<file path="src/rtl/pwss_pkg.sv">
// ----------------------------------------------------------------------------
// pwss_pkg
// Shared types, codes and defaults for the power window stall sequencer.
// ----------------------------------------------------------------------------
package pwss_pkg;

   localparam int CURRENT_BITS_DEF = 12;
   localparam int COUNT_BITS_DEF   = 16;

   localparam int THRESH_BITS = 12;
   localparam int LIMIT_BITS  = 16;
   localparam int DATA_BITS   = 32;
   localparam int ADDR_BITS   = 3;
   localparam int NUM_LANES   = 4;

   localparam logic [THRESH_BITS-1:0] THRESH_RESET = 12'd2048;
   localparam logic [LIMIT_BITS-1:0]  LIMIT_RESET  = 16'd10;

   // register index, taken from paddr[2]
   localparam logic CSR_IDX_THRESHOLD = 1'b0;
   localparam logic CSR_IDX_LIMIT     = 1'b1;

   // lane order
   localparam int W_LR = 0;
   localparam int W_RR = 1;
   localparam int W_LF = 2;
   localparam int W_RF = 3;

   typedef logic [1:0] motion_type;
   localparam motion_type MV_IDLE = 2'd0;
   localparam motion_type MV_UP   = 2'd1;
   localparam motion_type MV_DOWN = 2'd2;

   typedef logic [1:0] drive_type;
   localparam drive_type DRV_IDLE = 2'd0;
   localparam drive_type DRV_DOWN = 2'd1;
   localparam drive_type DRV_UP   = 2'd2;

   localparam logic [1:0] MODE_READY    = 2'd0;
   localparam logic [1:0] MODE_ALL_UP   = 2'd1;
   localparam logic [1:0] MODE_ALL_DOWN = 2'd2;

   localparam logic [2:0] STEP_READY      = 3'd0;
   localparam logic [2:0] STEP_REAR_RUN   = 3'd1;
   localparam logic [2:0] STEP_REAR_DONE  = 3'd2;
   localparam logic [2:0] STEP_FRONT_RUN  = 3'd3;
   localparam logic [2:0] STEP_FRONT_DONE = 3'd4;

   localparam logic [2:0] GRP_FRONT_PAIR  = 3'd0;
   localparam logic [2:0] GRP_ALL_STAGED  = 3'd1;
   localparam logic [2:0] GRP_LEFT_FRONT  = 3'd2;
   localparam logic [2:0] GRP_RIGHT_FRONT = 3'd3;

   localparam logic [1:0] DIR_UP   = 2'd1;
   localparam logic [1:0] DIR_DOWN = 2'd2;

   // per-lane control for one transaction
   typedef struct packed {
      logic       ev_hit;
      motion_type ev_motion;
      logic       tap;
      logic       stage_set;
      motion_type stage_motion;
   } lane_ctrl_type;

   // touch event as seen by the stager
   typedef struct packed {
      logic ev_all;
      logic ev_up;
      logic tap;
   } stage_event_type;

   // pair commands from the stager
   typedef struct packed {
      logic       rear_set;
      logic       front_set;
      motion_type motion;
   } stage_cmd_type;

   typedef struct packed {
      drive_type lf_drive;
      drive_type rf_drive;
      drive_type lr_drive;
      drive_type rr_drive;
      logic      staging_busy;
   } result_type;

   function automatic drive_type drive_code(input motion_type m);
      drive_type d;
      d = DRV_IDLE;
      if (m == MV_UP) begin
         d = DRV_UP;
      end else if (m == MV_DOWN) begin
         d = DRV_DOWN;
      end
      return d;
   endfunction

endpackage

</file>
<file path="src/rtl/power_window_stall_sequencer_core.sv">
// ----------------------------------------------------------------------------
// power_window_stall_sequencer_core
// Four-window motor controller with stall detection and staged all-up/down.
//
// Usage:
//   req_* carries one control tick: touch event, tap and eight current samples.
//   rsp_* returns one transaction per tick: four pin drives and staging_busy.
//   Both channels use valid/stall; a transaction moves when valid is high and
//   stall is low. psel/penable/pwrite/paddr/pwdata/prdata/pready form the
//   register port: threshold at 0x0, stall count limit at 0x4.
//   The response is registered in the output register, or in the skid stage
//   while the receiver stalls. Throughput: one tick per cycle while req_stall
//   is low; the lanes and the stager compute each response combinationally.
//   A two-entry output (register plus skid stage) lets one more request in
//   while the receiver stalls; req_stall rises only once both are full.
//   Reset (synchronous) idles all windows, clears counters and the stager
//   and restores the register defaults (2048 and 10).
// ----------------------------------------------------------------------------
module power_window_stall_sequencer_core #(
   parameter int CURRENT_BITS = pwss_pkg::CURRENT_BITS_DEF,
   parameter int COUNT_BITS   = pwss_pkg::COUNT_BITS_DEF
) (
   input  logic                           clock,
   input  logic                           reset,
   input  logic                           req_valid,
   output logic                           req_stall,
   input  logic                           req_on_window_screen,
   input  logic [2:0]                     req_target_group,
   input  logic [1:0]                     req_swipe_dir,
   input  logic                           req_stop_tap,
   input  logic [CURRENT_BITS-1:0]        req_lr_up_current,
   input  logic [CURRENT_BITS-1:0]        req_lr_down_current,
   input  logic [CURRENT_BITS-1:0]        req_rr_up_current,
   input  logic [CURRENT_BITS-1:0]        req_rr_down_current,
   input  logic [CURRENT_BITS-1:0]        req_lf_up_current,
   input  logic [CURRENT_BITS-1:0]        req_lf_down_current,
   input  logic [CURRENT_BITS-1:0]        req_rf_up_current,
   input  logic [CURRENT_BITS-1:0]        req_rf_down_current,
   output logic                           rsp_valid,
   input  logic                           rsp_stall,
   output logic [1:0]                     rsp_lf_drive,
   output logic [1:0]                     rsp_rf_drive,
   output logic [1:0]                     rsp_lr_drive,
   output logic [1:0]                     rsp_rr_drive,
   output logic                           rsp_staging_busy,
   input  logic                           psel,
   input  logic                           penable,
   input  logic                           pwrite,
   input  logic [pwss_pkg::ADDR_BITS-1:0] paddr,
   input  logic [pwss_pkg::DATA_BITS-1:0] pwdata,
   output logic [pwss_pkg::DATA_BITS-1:0] prdata,
   output logic                           pready
);
   import pwss_pkg::*;

   logic [THRESH_BITS-1:0] threshold_ff;
   logic [LIMIT_BITS-1:0]  limit_ff;
   logic                   csr_write;
   logic                   csr_idx;

   logic                   accept;
   logic                   ev_valid;
   motion_type             ev_motion;
   stage_event_type        stage_event;
   stage_cmd_type          stage_cmd;
   logic                   busy;

   lane_ctrl_type          lane_ctrl [NUM_LANES];
   motion_type             lane_motion [NUM_LANES];
   logic [CURRENT_BITS-1:0] up_cur [NUM_LANES];
   logic [CURRENT_BITS-1:0] dn_cur [NUM_LANES];
   logic                   lane_ev_hit [NUM_LANES];

   result_type             result;
   result_type             rsp_data_ff, rsp_data_in;
   result_type             skid_data_ff, skid_data_in;
   logic                   rsp_valid_ff, rsp_valid_in;
   logic                   skid_valid_ff, skid_valid_in;

   // register port
   assign pready    = 1'b1;
   assign csr_idx   = paddr[2];
   assign csr_write = psel && penable && pwrite && pready;

   always_comb begin
      prdata = '0;
      unique case (csr_idx)
         CSR_IDX_THRESHOLD: prdata = DATA_BITS'(threshold_ff);
         CSR_IDX_LIMIT:     prdata = DATA_BITS'(limit_ff);
         default:           prdata = '0;
      endcase
   end

   always_ff @(posedge clock) begin
      if (reset) begin
         threshold_ff <= THRESH_RESET;
         limit_ff     <= LIMIT_RESET;
      end else if (csr_write) begin
         if (csr_idx == CSR_IDX_THRESHOLD) begin
            threshold_ff <= pwdata[THRESH_BITS-1:0];
         end else begin
            limit_ff <= pwdata[LIMIT_BITS-1:0];
         end
      end
   end

   // event decode
   assign req_stall = skid_valid_ff;
   assign accept    = req_valid && !req_stall;
   assign ev_valid  = req_on_window_screen &&
                      ((req_swipe_dir == DIR_UP) || (req_swipe_dir == DIR_DOWN));
   assign ev_motion = (req_swipe_dir == DIR_UP) ? MV_UP : MV_DOWN;

   assign stage_event.ev_all = ev_valid && (req_target_group == GRP_ALL_STAGED);
   assign stage_event.ev_up  = (req_swipe_dir == DIR_UP);
   assign stage_event.tap    = req_stop_tap;

   assign lane_ev_hit[W_LR] = 1'b0;
   assign lane_ev_hit[W_RR] = 1'b0;
   assign lane_ev_hit[W_LF] = ev_valid && ((req_target_group == GRP_FRONT_PAIR) ||
                                           (req_target_group == GRP_LEFT_FRONT));
   assign lane_ev_hit[W_RF] = ev_valid && ((req_target_group == GRP_FRONT_PAIR) ||
                                           (req_target_group == GRP_RIGHT_FRONT));

   assign up_cur[W_LR] = req_lr_up_current;
   assign dn_cur[W_LR] = req_lr_down_current;
   assign up_cur[W_RR] = req_rr_up_current;
   assign dn_cur[W_RR] = req_rr_down_current;
   assign up_cur[W_LF] = req_lf_up_current;
   assign dn_cur[W_LF] = req_lf_down_current;
   assign up_cur[W_RF] = req_rf_up_current;
   assign dn_cur[W_RF] = req_rf_down_current;

   // window lanes
   for (genvar g = 0; g < NUM_LANES; g++) begin : g_lane
      always_comb begin
         lane_ctrl[g].ev_hit       = lane_ev_hit[g];
         lane_ctrl[g].ev_motion    = ev_motion;
         lane_ctrl[g].tap          = req_stop_tap;
         lane_ctrl[g].stage_set    = (g == W_LR || g == W_RR) ? stage_cmd.rear_set
                                                              : stage_cmd.front_set;
         lane_ctrl[g].stage_motion = stage_cmd.motion;
      end

      pwss_lane #(
         .CURRENT_BITS (CURRENT_BITS),
         .COUNT_BITS   (COUNT_BITS)
      ) u_lane (
         .clock        (clock),
         .reset        (reset),
         .accept       (accept),
         .ctrl         (lane_ctrl[g]),
         .threshold    (threshold_ff),
         .limit        (limit_ff),
         .up_current   (up_cur[g]),
         .down_current (dn_cur[g]),
         .motion_mid   (lane_motion[g])
      );
   end

   // merge stage
   pwss_stager u_stager (
      .clock      (clock),
      .reset      (reset),
      .accept     (accept),
      .event_in   (stage_event),
      .rear_idle  ((lane_motion[W_LR] == MV_IDLE) && (lane_motion[W_RR] == MV_IDLE)),
      .front_idle ((lane_motion[W_LF] == MV_IDLE) && (lane_motion[W_RF] == MV_IDLE)),
      .cmd        (stage_cmd),
      .busy       (busy)
   );

   assign result.lf_drive     = drive_code(lane_motion[W_LF]);
   assign result.rf_drive     = drive_code(lane_motion[W_RF]);
   assign result.lr_drive     = drive_code(lane_motion[W_LR]);
   assign result.rr_drive     = drive_code(lane_motion[W_RR]);
   assign result.staging_busy = busy;

   // output register with skid stage
   always_comb begin
      rsp_valid_in  = rsp_valid_ff;
      rsp_data_in   = rsp_data_ff;
      skid_valid_in = skid_valid_ff;
      skid_data_in  = skid_data_ff;
      if (!rsp_valid_ff || !rsp_stall) begin
         if (skid_valid_ff) begin
            rsp_valid_in  = 1'b1;
            rsp_data_in   = skid_data_ff;
            skid_valid_in = 1'b0;
         end else if (accept) begin
            rsp_valid_in = 1'b1;
            rsp_data_in  = result;
         end else begin
            rsp_valid_in = 1'b0;
         end
      end else if (accept) begin
         skid_valid_in = 1'b1;
         skid_data_in  = result;
      end
   end

   always_ff @(posedge clock) begin
      if (reset) begin
         rsp_valid_ff  <= 1'b0;
         skid_valid_ff <= 1'b0;
      end else begin
         rsp_valid_ff  <= rsp_valid_in;
         skid_valid_ff <= skid_valid_in;
      end
   end

   always_ff @(posedge clock) begin
      rsp_data_ff  <= rsp_data_in;
      skid_data_ff <= skid_data_in;
   end

   assign rsp_valid        = rsp_valid_ff;
   assign rsp_lf_drive     = rsp_data_ff.lf_drive;
   assign rsp_rf_drive     = rsp_data_ff.rf_drive;
   assign rsp_lr_drive     = rsp_data_ff.lr_drive;
   assign rsp_rr_drive     = rsp_data_ff.rr_drive;
   assign rsp_staging_busy = rsp_data_ff.staging_busy;

endmodule

</file>
<file path="src/rtl/pwss_lane.sv">
// ----------------------------------------------------------------------------
// pwss_lane
// One window: motion state plus saturating up and down stall counters.
// ----------------------------------------------------------------------------
module pwss_lane #(
   parameter int CURRENT_BITS = pwss_pkg::CURRENT_BITS_DEF,
   parameter int COUNT_BITS   = pwss_pkg::COUNT_BITS_DEF
) (
   input  logic                             clock,
   input  logic                             reset,
   input  logic                             accept,
   input  pwss_pkg::lane_ctrl_type          ctrl,
   input  logic [pwss_pkg::THRESH_BITS-1:0] threshold,
   input  logic [pwss_pkg::LIMIT_BITS-1:0]  limit,
   input  logic [CURRENT_BITS-1:0]          up_current,
   input  logic [CURRENT_BITS-1:0]          down_current,
   output pwss_pkg::motion_type             motion_mid
);
   import pwss_pkg::*;

   localparam int CUR_W = (CURRENT_BITS > THRESH_BITS) ? CURRENT_BITS : THRESH_BITS;
   localparam int CNT_W = (COUNT_BITS > LIMIT_BITS) ? COUNT_BITS : LIMIT_BITS;

   motion_type            motion_ff, motion_in;
   logic [COUNT_BITS-1:0] up_cnt_ff, up_cnt_in;
   logic [COUNT_BITS-1:0] dn_cnt_ff, dn_cnt_in;
   logic                  up_high, dn_high, stalled;

   assign up_high = CUR_W'(up_current) >= CUR_W'(threshold);
   assign dn_high = CUR_W'(down_current) >= CUR_W'(threshold);

   always_comb begin
      up_cnt_in = '0;
      dn_cnt_in = '0;
      if (up_high) begin
         up_cnt_in = (&up_cnt_ff) ? up_cnt_ff : up_cnt_ff + 1'b1;
      end
      if (dn_high) begin
         dn_cnt_in = (&dn_cnt_ff) ? dn_cnt_ff : dn_cnt_ff + 1'b1;
      end
   end

   assign stalled = (CNT_W'(up_cnt_in) >= CNT_W'(limit)) ||
                    (CNT_W'(dn_cnt_in) >= CNT_W'(limit));

   always_comb begin
      motion_mid = motion_ff;
      if (ctrl.ev_hit) begin
         motion_mid = ctrl.ev_motion;
      end
      if (ctrl.tap || stalled) begin
         motion_mid = MV_IDLE;
      end
      motion_in = ctrl.stage_set ? ctrl.stage_motion : motion_mid;
   end

   always_ff @(posedge clock) begin
      if (reset) begin
         motion_ff <= MV_IDLE;
         up_cnt_ff <= '0;
         dn_cnt_ff <= '0;
      end else if (accept) begin
         motion_ff <= motion_in;
         up_cnt_ff <= up_cnt_in;
         dn_cnt_ff <= dn_cnt_in;
      end
   end

endmodule

</file>
<file path="src/rtl/pwss_stager.sv">
// ----------------------------------------------------------------------------
// pwss_stager
// Merges the lanes' idle status and runs the staged all-up / all-down sequence.
// ----------------------------------------------------------------------------
module pwss_stager (
   input  logic                      clock,
   input  logic                      reset,
   input  logic                      accept,
   input  pwss_pkg::stage_event_type event_in,
   input  logic                      rear_idle,
   input  logic                      front_idle,
   output pwss_pkg::stage_cmd_type   cmd,
   output logic                      busy
);
   import pwss_pkg::*;

   logic [1:0] mode_ff, mode_in, mode_mid;
   logic [2:0] step_ff, step_in, step_mid;

   always_comb begin
      mode_mid = mode_ff;
      step_mid = step_ff;
      if (event_in.ev_all) begin
         mode_mid = event_in.ev_up ? MODE_ALL_UP : MODE_ALL_DOWN;
      end
      if (event_in.tap) begin
         mode_mid = MODE_READY;
         step_mid = STEP_READY;
      end
   end

   assign busy = (mode_mid != MODE_READY);

   always_comb begin
      mode_in       = mode_mid;
      step_in       = step_mid;
      cmd.rear_set  = 1'b0;
      cmd.front_set = 1'b0;
      cmd.motion    = (mode_mid == MODE_ALL_UP) ? MV_UP : MV_DOWN;
      if (mode_mid == MODE_ALL_UP) begin
         unique case (step_mid)
            STEP_READY: begin
               step_in = STEP_REAR_RUN;
            end
            STEP_REAR_RUN: begin
               cmd.rear_set = 1'b1;
               step_in      = STEP_REAR_DONE;
            end
            STEP_REAR_DONE: begin
               if (rear_idle) step_in = STEP_FRONT_RUN;
            end
            STEP_FRONT_RUN: begin
               cmd.front_set = 1'b1;
               step_in       = STEP_FRONT_DONE;
            end
            STEP_FRONT_DONE: begin
               if (front_idle) begin
                  mode_in = MODE_READY;
                  step_in = STEP_READY;
               end
            end
            default: begin
            end
         endcase
      end else if (mode_mid == MODE_ALL_DOWN) begin
         unique case (step_mid)
            STEP_READY: begin
               step_in = STEP_FRONT_RUN;
            end
            STEP_FRONT_RUN: begin
               cmd.front_set = 1'b1;
               step_in       = STEP_FRONT_DONE;
            end
            STEP_FRONT_DONE: begin
               if (front_idle) step_in = STEP_REAR_RUN;
            end
            STEP_REAR_RUN: begin
               cmd.rear_set = 1'b1;
               step_in      = STEP_REAR_DONE;
            end
            STEP_REAR_DONE: begin
               if (rear_idle) begin
                  mode_in = MODE_READY;
                  step_in = STEP_READY;
               end
            end
            default: begin
            end
         endcase
      end
   end

   always_ff @(posedge clock) begin
      if (reset) begin
         mode_ff <= MODE_READY;
         step_ff <= STEP_READY;
      end else if (accept) begin
         mode_ff <= mode_in;
         step_ff <= step_in;
      end
   end

endmodule

</file>
<file path="config.mk">
export PLATFORM = sky130hd
export DESIGN_NAME = power_window_stall_sequencer_core
export DESIGN_NICKNAME = d
export VERILOG_FILES = /design/src/rtl/pwss_pkg.sv /design/src/rtl/power_window_stall_sequencer_core.sv /design/src/rtl/pwss_lane.sv /design/src/rtl/pwss_stager.sv
export SDC_FILE = /design/constraint.sdc
export NUM_CORES = 1
export LEC_CHECK = 0
export ABC_CLOCK_PERIOD_IN_PS = 9650
export BUFFER_PORTS_ARGS = -buffer_cell sky130_fd_sc_hd__buf_2
export CAP_MARGIN = 10
export CORE_ASPECT_RATIO = 2
export CORE_UTILIZATION = 40
export CTS_CLUSTER_DIAMETER = 40
export CTS_CLUSTER_SIZE = 14
export DETAILED_ROUTE_END_ITERATION = 8
export GPL_TIMING_DRIVEN = 0
export RECOVER_POWER = 25
export SYNTH_ARGS = -nofsm -noshare
export SYNTH_HDL_FRONTEND = slang
export SYNTH_HIERARCHICAL = 1
export SYNTH_SLANG_ARGS = --single-unit
</file>
<file path="constraint.sdc">
create_clock -name clock -period 9.65 [get_ports clock]
set_input_delay 0.965 -clock clock [delete_from_list [all_inputs] [get_ports clock]]
set_output_delay 0.965 -clock clock [all_outputs]
set_load 0.05 [all_outputs]
</file>
==> metrics.txt, run 1 <==
Sink Count 189; Post-synth EDFFs 18; Initial Util 40.7%; Max FO, Critical Path 10; hold crit path type reg2reg; status complete, but fails checks; First DRT Iteration DRCs 1200; Final Max Tran Viols 27; Peak Freq 145 MHz; Synth Area in Compound Gates 18.2%; Avg Cell Area, Syn 7.88 um2; Synth Flop Type dfxtp_1; Adder-Cell Fraction of Synth Area 16.2%; Clock power frac 36.8%; Max VDD drop 0.0937 mV; Max-cap violations 1; DR pass1 iterations 5; RSZ-0062 raised after global routing no; post-route ant nets 0; nets@finish 2849; Final setup viols 0; Die X 152 um; total CTS buffers 17; post-synthesis sequential area ratio 22.1%; hold_sp g_lane[2].u_lane/motion_ff[0]; slew margin rel. -28.5%; failing checks capacitance limit, slew limit; Worst Tran Pin Value 1.93 ns; Residual DRC 0; num rows 109; FILL cells 4482; initial antenna violation count 6; Buffers on Ports 152; remaining global-route overflow 0; Max Clock Skew 0.0137 ns; final WL 63800 um; Core ar. 0.0442 mm2; synthesized area 0.0180 mm2; total negative slack 0 ns; I/O pins 189; P_int 1290 uW; final period utilization 71.4%; cell breakdown of the critical path inv_1 -> ha_1 -> a211oi_1 -> o211ai_1 -> a211oi_1 -> or2_1 -> clkbuf_1 -> buf_2 -> a21oi_1 -> ha_1 -> nand4_1 -> nor4b_1 -> a32oi_1 -> o2111ai_1 -> nor2_1 -> nor4_1 -> nor3b_1 -> o2111ai_1 -> nand3_1 -> a21oi_1; commonest cells after routing, fill and taps aside ha_1 (233), nor2_1 (208), dfxtp_1 (171); Yosys cell types 101; Max clock buf depth 2; commonest non-fill, non-tap cell in the layout ha_1; clk_lat worst skew 0.46 ns; crit path max-delay cell type a211oi_1; worst path required time 9.91 ns; final hold vios 0; switching power 618 uW; main combinational cell family by area after synthesis simple AND/OR/NAND/NOR gates; RePlAce Congestion 0.949; via-per-instance ratio 5.92; area delta synth->final 11.5%; CTS clk-pin slew, worst paths 0.07 ns; die height 302 um; Synth Area in XOR/XNOR 4.00%; Final min period 6.89 ns; post_cts resized 0; HPWL Detailed 50900 um; CTS Root Cell clkbuf_16; #FFs+latches synth 189; Fin Hold WS 0.483 ns; share of power burned in registers 43.1%; R2R Setup Slk 2.76 ns; pin count of the biggest net entering global routing 27; FF-to-FF Start threshold_ff[9]; CTS tree yes; synthesized instance count 2281; vias in the first global route 17600; crit path DAT 7.15 ns; Crit. Startpoint threshold_ff[9]; r2r endpoint u_stager/mode_ff[0]; Static Leak 0.00783 uW; share of layout cells above drive strength 1 12.5%; crit path launch type flop; postcts setup bufs 0; Post-Synth Simple-Gate Area 27.7%; Routed wire per std cell 21.0 um; Setup crit end u_stager/mode_ff[0]; largest stage delay on the critical path 1.00 ns; mux cell area share after synthesis 3.67%; Critical Path Sink Type flop; H-Tree Level Count 4; asr flop ratio synth 0%; Cell Pwr Density 95.2 mW/mm2; via count 18000; R2R cell count 20; Crit Path Class reg2reg; first-pass GRT wire length 96500 um; die area 0.0458 mm2; switch share 32.4%; Total GRT Usage 27.3%; Logic pwr share 20.1%; Post-CTS Hold Buffers 0; yosys warns 6
==> power by group through the flow <==
| stage | clock, uW | sequential (uW) | combinational (uW) |
|---|---|---|---|
| global route | 746 | 822 | 417 |
| floorplan | 0 | 840 | 240 |
| finish | 703 | 822 | 383 |
| global placement | 0 | 839 | 373 |
| CTS | 724 | 821 | 381 |
| detailed placement | 0 | 839 | 379 |
==> metal layers <==
metal	global-route usage (%)	vias up	wire, um
met5	0	-	10
met4	19.2	2	4460
met3	3.33	200	3070
met2	51.3	642	33100
met1	27.7	8471	23200
li1	-	8703	-
==> Yosys cell counts, types with 19 or more instances <==
cell        n  area, um2
xnor2_1    57        499
buf_4      20        150
ha_1      233       2920
nand3_1    88        440
nand2_1   169        634
xor2_1     25        219
and3_1     56        350
inv_1     163        612
dfxtp_1   171       3420
clkbuf_1   68        255
o21ai_0    74        370
mux2_2     23        259
a21oi_1   152        761
a211oi_1   44        330
nand4_1    58        363
nor4_1     29        181
a31oi_1    46        288
nor2_1    208        781
nor3_1     64        320
o21a_1     26        195
or4_1      20        150
buf_2      19       95.1
mux2i_1    40        400
nand2b_1   60        375
==> final cells by class <==
cell class	count	area (um2)	area share (%)
antenna	4	10.0	0.0500
buffer	137	817	4.08
clock buffer	20	437	2.18
clock inverter	12	115	0.575
inverter	166	623	3.11
multi-input combinational	1808	12600	63.0
sequential	189	3960	19.8
tap	555	694	3.47
timing repair buffer	152	744	3.72
==> registers in the layout, indices dropped and copies added (netlist names), 3 cells and up <==
name / flops
g_lane.u_lane/dn_cnt_ff: 64
g_lane.u_lane/up_cnt_ff: 64
limit_ff: 16
threshold_ff: 12
skid_data_ff: 9
g_lane.u_lane/motion_ff: 8
u_stager/step_ff: 3
==> critical path, delay by kind of cell, from the launching register on <==
family                     cells  cell delay, ns
and+or+nand+nor                7            1.81
DFF                            1            0.79
buffers and inverters          3            0.77
adders and majority gates      2            0.77
AOI/OAI and AO/OA              8            2.55
==> metrics by stage <==
stage          area (um2)  instances  utilization (%)  worst slack, ns  total power, uW
2_1_floorplan       18000       2300                -             5.00             1080
3_3_place_gp        19500       3007             44.1             2.94             1210
3_5_place_dp        19500       3007             44.1             2.93             1220
4_1_cts             20000       3039             45.4             3.03             1930
5_1_grt             20000       3043             45.3             2.59             1990
6_report            20000       3043             45.3             2.76             1910
==> cell families (layout without fill, tap and decap cells) <==
group                    after synthesis  in the layout
flip-flops                           189            189
AO/OA/AOI/OAI                        497            497
XOR/XNOR                              82             82
adder cells (fa/ha/maj)              233            233
buffers and inverters                303            487
multiplexers                          63             63
AND/OR/NAND/NOR                      912            912
other                                  2             25
==> how the worst min path moves through the flow <==
stage	to	slack (ns)	cells past startpoint
2_1_floorplan	g_lane[2].u_lane/motion_ff[0]	0.45	2
3_3_place_gp	g_lane[2].u_lane/motion_ff[0]	0.47	2
3_5_place_dp	g_lane[2].u_lane/motion_ff[0]	0.47	2
4_1_cts	g_lane[2].u_lane/motion_ff[0]	0.48	2
5_1_grt	g_lane[2].u_lane/motion_ff[0]	0.52	2
6_report	g_lane[2].u_lane/motion_ff[0]	0.48	2
Note: power is estimated with default switching activity, not from simulation.
==> inputs of run 2 (changes only) <==
--- a/config.mk
+++ b/config.mk
@@ -5,7 +5,8 @@
 export SDC_FILE = /design/constraint.sdc
 export NUM_CORES = 1
 export LEC_CHECK = 0
-export ABC_CLOCK_PERIOD_IN_PS = 9650
+export ABC_AREA = 1
+export ABC_CLOCK_PERIOD_IN_PS = 6800
 export BUFFER_PORTS_ARGS = -buffer_cell sky130_fd_sc_hd__buf_2
 export CAP_MARGIN = 10
 export CORE_ASPECT_RATIO = 2
==> constraint.sdc (replaced) <==
create_clock -name clock -period 6.8 [get_ports clock]
set_input_delay 0.68 -clock clock [delete_from_list [all_inputs] [get_ports clock]]
set_output_delay 0.68 -clock clock [all_outputs]
set_load 0.05 [all_outputs]
==> run 2 against run 1 <==
Final area is 1.3% lower. The run now ends clean. Clock-buffer cell count is 3 lower. Worst setup slack worse by 0.93 ns. Critical path depth is 6 higher. Clock power is 49% higher. Die area is 1.8% lower.
==> metrics.txt, run 2 <==
status finished clean; Core ar. 0.0435 mm2 (-1.5%); via-per-instance ratio 5.15 (-13%); share of layout cells above drive strength 1 12.2% (-0.28 points); post-route ant nets 0 (unchanged); DR pass1 iterations 5 (unchanged); Crit Path Class reg2reg; crit path launch type flop; HPWL Detailed 46500 um (-8.6%); CTS tree yes; FF-to-FF Start threshold_ff[9]; biggest regs g_lane.u_lane/dn_cnt_ff: 64 flops, g_lane.u_lane/up_cnt_ff: 64 flops, limit_ff: 16 flops; Static Leak 0.0102 uW (+30%); most frequent cells after synthesis nand2_1 (685), inv_1 (469), ha_1 (233); Post-Place Setup Slack 1.68 ns (-1.25 ns); cell taking the most area after synthesis dfxtp_1; pin count of the biggest net entering global routing 20 (-26%); vias in the first global route 17800 (+1.3%); Max clock buf depth 2 (unchanged); Post-synth EDFFs 18 (unchanged); commonest cells after routing, fill and taps aside nand2_1 (685), inv_1 (470), ha_1 (233); hold crit path type in2reg; Max VDD drop 0.189 mV (+100%); Final Max Tran Viols 0 (-100%); synthesized area 0.0176 mm2 (-1.8%); Crit. Startpoint threshold_ff[9]; yosys warns 6 (unchanged); num rows 108 (-0.92%); Routed wire per std cell 16.0 um (-24%); postcts setup bufs 0 (unchanged); total negative slack 0 ns (unchanged); final WL 56000 um (-12%); Initial Util 40.6% (-0.099 points); area delta synth->final 12.0%; die area 0.0450 mm2 (-1.8%); Avg Cell Area, Syn 6.45 um2 (-18%); Max Clock Skew 0.0185 ns (+0.00485 ns); first-pass GRT wire length 89000 um (-7.8%); Buffers on Ports 152 (unchanged); First DRT Iteration DRCs 825 (-31%); Max FO, Critical Path 10 (unchanged); via count 18000 (-0.083%); Total GRT Usage 25.6% (-1.7 points); Synth Flop Type dfxtp_1; slew margin rel. 16.1% (+45 points); Cell Pwr Density 160 mW/mm2 (+68%); FILL cells 4696 (+4.8%); crit path DAT 5.39 ns (-1.76 ns); Critical Path Sink Type flop; final period utilization 73.1% (+1.7 points); CTS Root Cell clkbuf_16; remaining global-route overflow 0 (unchanged); initial antenna violation count 6 (unchanged); post_cts resized 0 (unchanged); Yosys cell types 48 (-52%); Peak Freq 201 MHz (+39%); CTS clk-pin slew, worst paths 0.08 ns (about the same); Max-cap violations 0 (-1); top post-synthesis cells by area dfxtp_1 (19%), ha_1 (17%), nand2_1 (15%); die height 299 um (-0.88%); #FFs+latches synth 189 (unchanged); asr flop ratio synth 0% (unchanged); RSZ-0062 raised after global routing no; most common cell in the netlist nand2_1; worst path required time 7.22 ns (-2.69 ns); total CTS buffers 17 (unchanged); clk_lat worst skew 0.48 ns (+0.02 ns); Residual DRC 0 (unchanged); Final setup viols 0 (unchanged); I/O pins 189 (unchanged); H-Tree Level Count 4 (unchanged); Die X 151 um (-0.88%); commonest non-fill, non-tap cell in the layout nand2_1; Tot Pwr 3160 uW (+66%); Sink Count 189 (unchanged); nets@finish 3305 (+16%); hold_sp pwdata[3]; Final min period 4.97 ns (-1.92 ns); Post-CTS Hold Buffers 0 (unchanged); final hold vios 0 (unchanged); Yosys top cell area share 19.4% (+0.34 points); Worst Tran Pin Value 1.26 ns (-0.669 ns); post-synthesis sequential area ratio 22.5% (+0.40 points); synthesized instance count 2737 (+20%); RePlAce Congestion 0.922 (-2.8%); setup slack after layout 1.83 ns (-0.928 ns)
==> run 2: cell types whose count changed after synthesis, sizes merged, moves of 37 or more <==
| cell | before | now |
|---|---|---|
| a21oi | 154 | 223 |
| a31oi | 46 | 0 |
| and3 | 58 | 2 |
| clkbuf | 77 | 40 |
| inv | 164 | 505 |
| mux2i | 40 | 0 |
| nand2 | 171 | 711 |
| nand2b | 60 | 0 |
| nand3 | 90 | 155 |
| o21ai | 81 | 181 |
| xnor2 | 57 | 8 |
==> run 2: cell type report <==
cell class                      count  area, um2  area share (%)
Clock inverter                     15        174           0.880
Timing Repair Buffer              152        747            3.78
Multi-Input combinational cell   1974      11400            57.6
Clock buffer                       17        425            2.15
Antenna cell                        6       15.0          0.0760
Buffer                             83        439            2.22
Tap cell                          550        688            3.48
Sequential cell                   189       3960            20.1
Inverter                          510       1920            9.72
==> run 2: path summary, 6_finish.rpt <==
check,to,slack [ns],cells past startpoint
worst max register to register,u_stager/step_ff[0],1.83,26
worst min register to register,g_lane[1].u_lane/motion_ff[0],0.47,2
worst min-delay path,limit_ff[3],0.46,3
worst max-delay path,u_stager/step_ff[0],1.83,26
==> run 2: cells by family after synthesis <==
family          synth area share (%)
other cells                   0.0426
buf+inv                         13.4
fa+ha+maj                       16.5
xor+xnor                        2.68
flops                           22.5
mux                            0.511
simple gates                    31.9
compound gates                  12.5
==> run 2: per-layer routing <==
metal	share of wire, %	track usage, %
met5	0	0
met4	6.8	17.8
met3	3.3	2.65
met2	54	48.9
met1	36	25.1
==> run 2: stage by stage <==
stage	hold slack, ns	instance area, um2	utilization, %	instances
after floorplan	0.435	17700	-	2756
after detailed placement	0.456	19200	44.1	3458
after global routing	0.457	19800	45.4	3496
after CTS	0.437	19800	45.4	3490
after global placement	0.451	19200	44.1	3458
final	0.457	19800	45.4	3496
==> run 2: power by group <==
part           switching [uW]  leakage (uW)  internal (uW)
combinational             551       0.00831            284
clock                     529      0.000291            525
sequential               82.7       0.00157           1190
==> run 2: worst max-delay path, cell delays in order, from the launching register on <==
cell and delay (ns):
dfxtp_1 0.52, inv_1 0.11, ha_1 0.32, a21oi_1 0.15, nor2_1 0.05, a211oi_1 0.33
nand4_1 0.69, buf_2 0.44, nand2_1 0.15, inv_1 0.06, ha_1 0.29, nand2_1 0.07
nor2_1 0.10, nor2_1 0.04, nand2_1 0.05, nand2_1 0.05, nand2_1 0.08, nand2_1 0.10
nand4_1 0.15, inv_1 0.08, nor4_1 0.54, nor2_1 0.10, nor2_1 0.11, nand3_1 0.08
nand2_1 0.07, nor2_1 0.05, a21oi_2 0.10
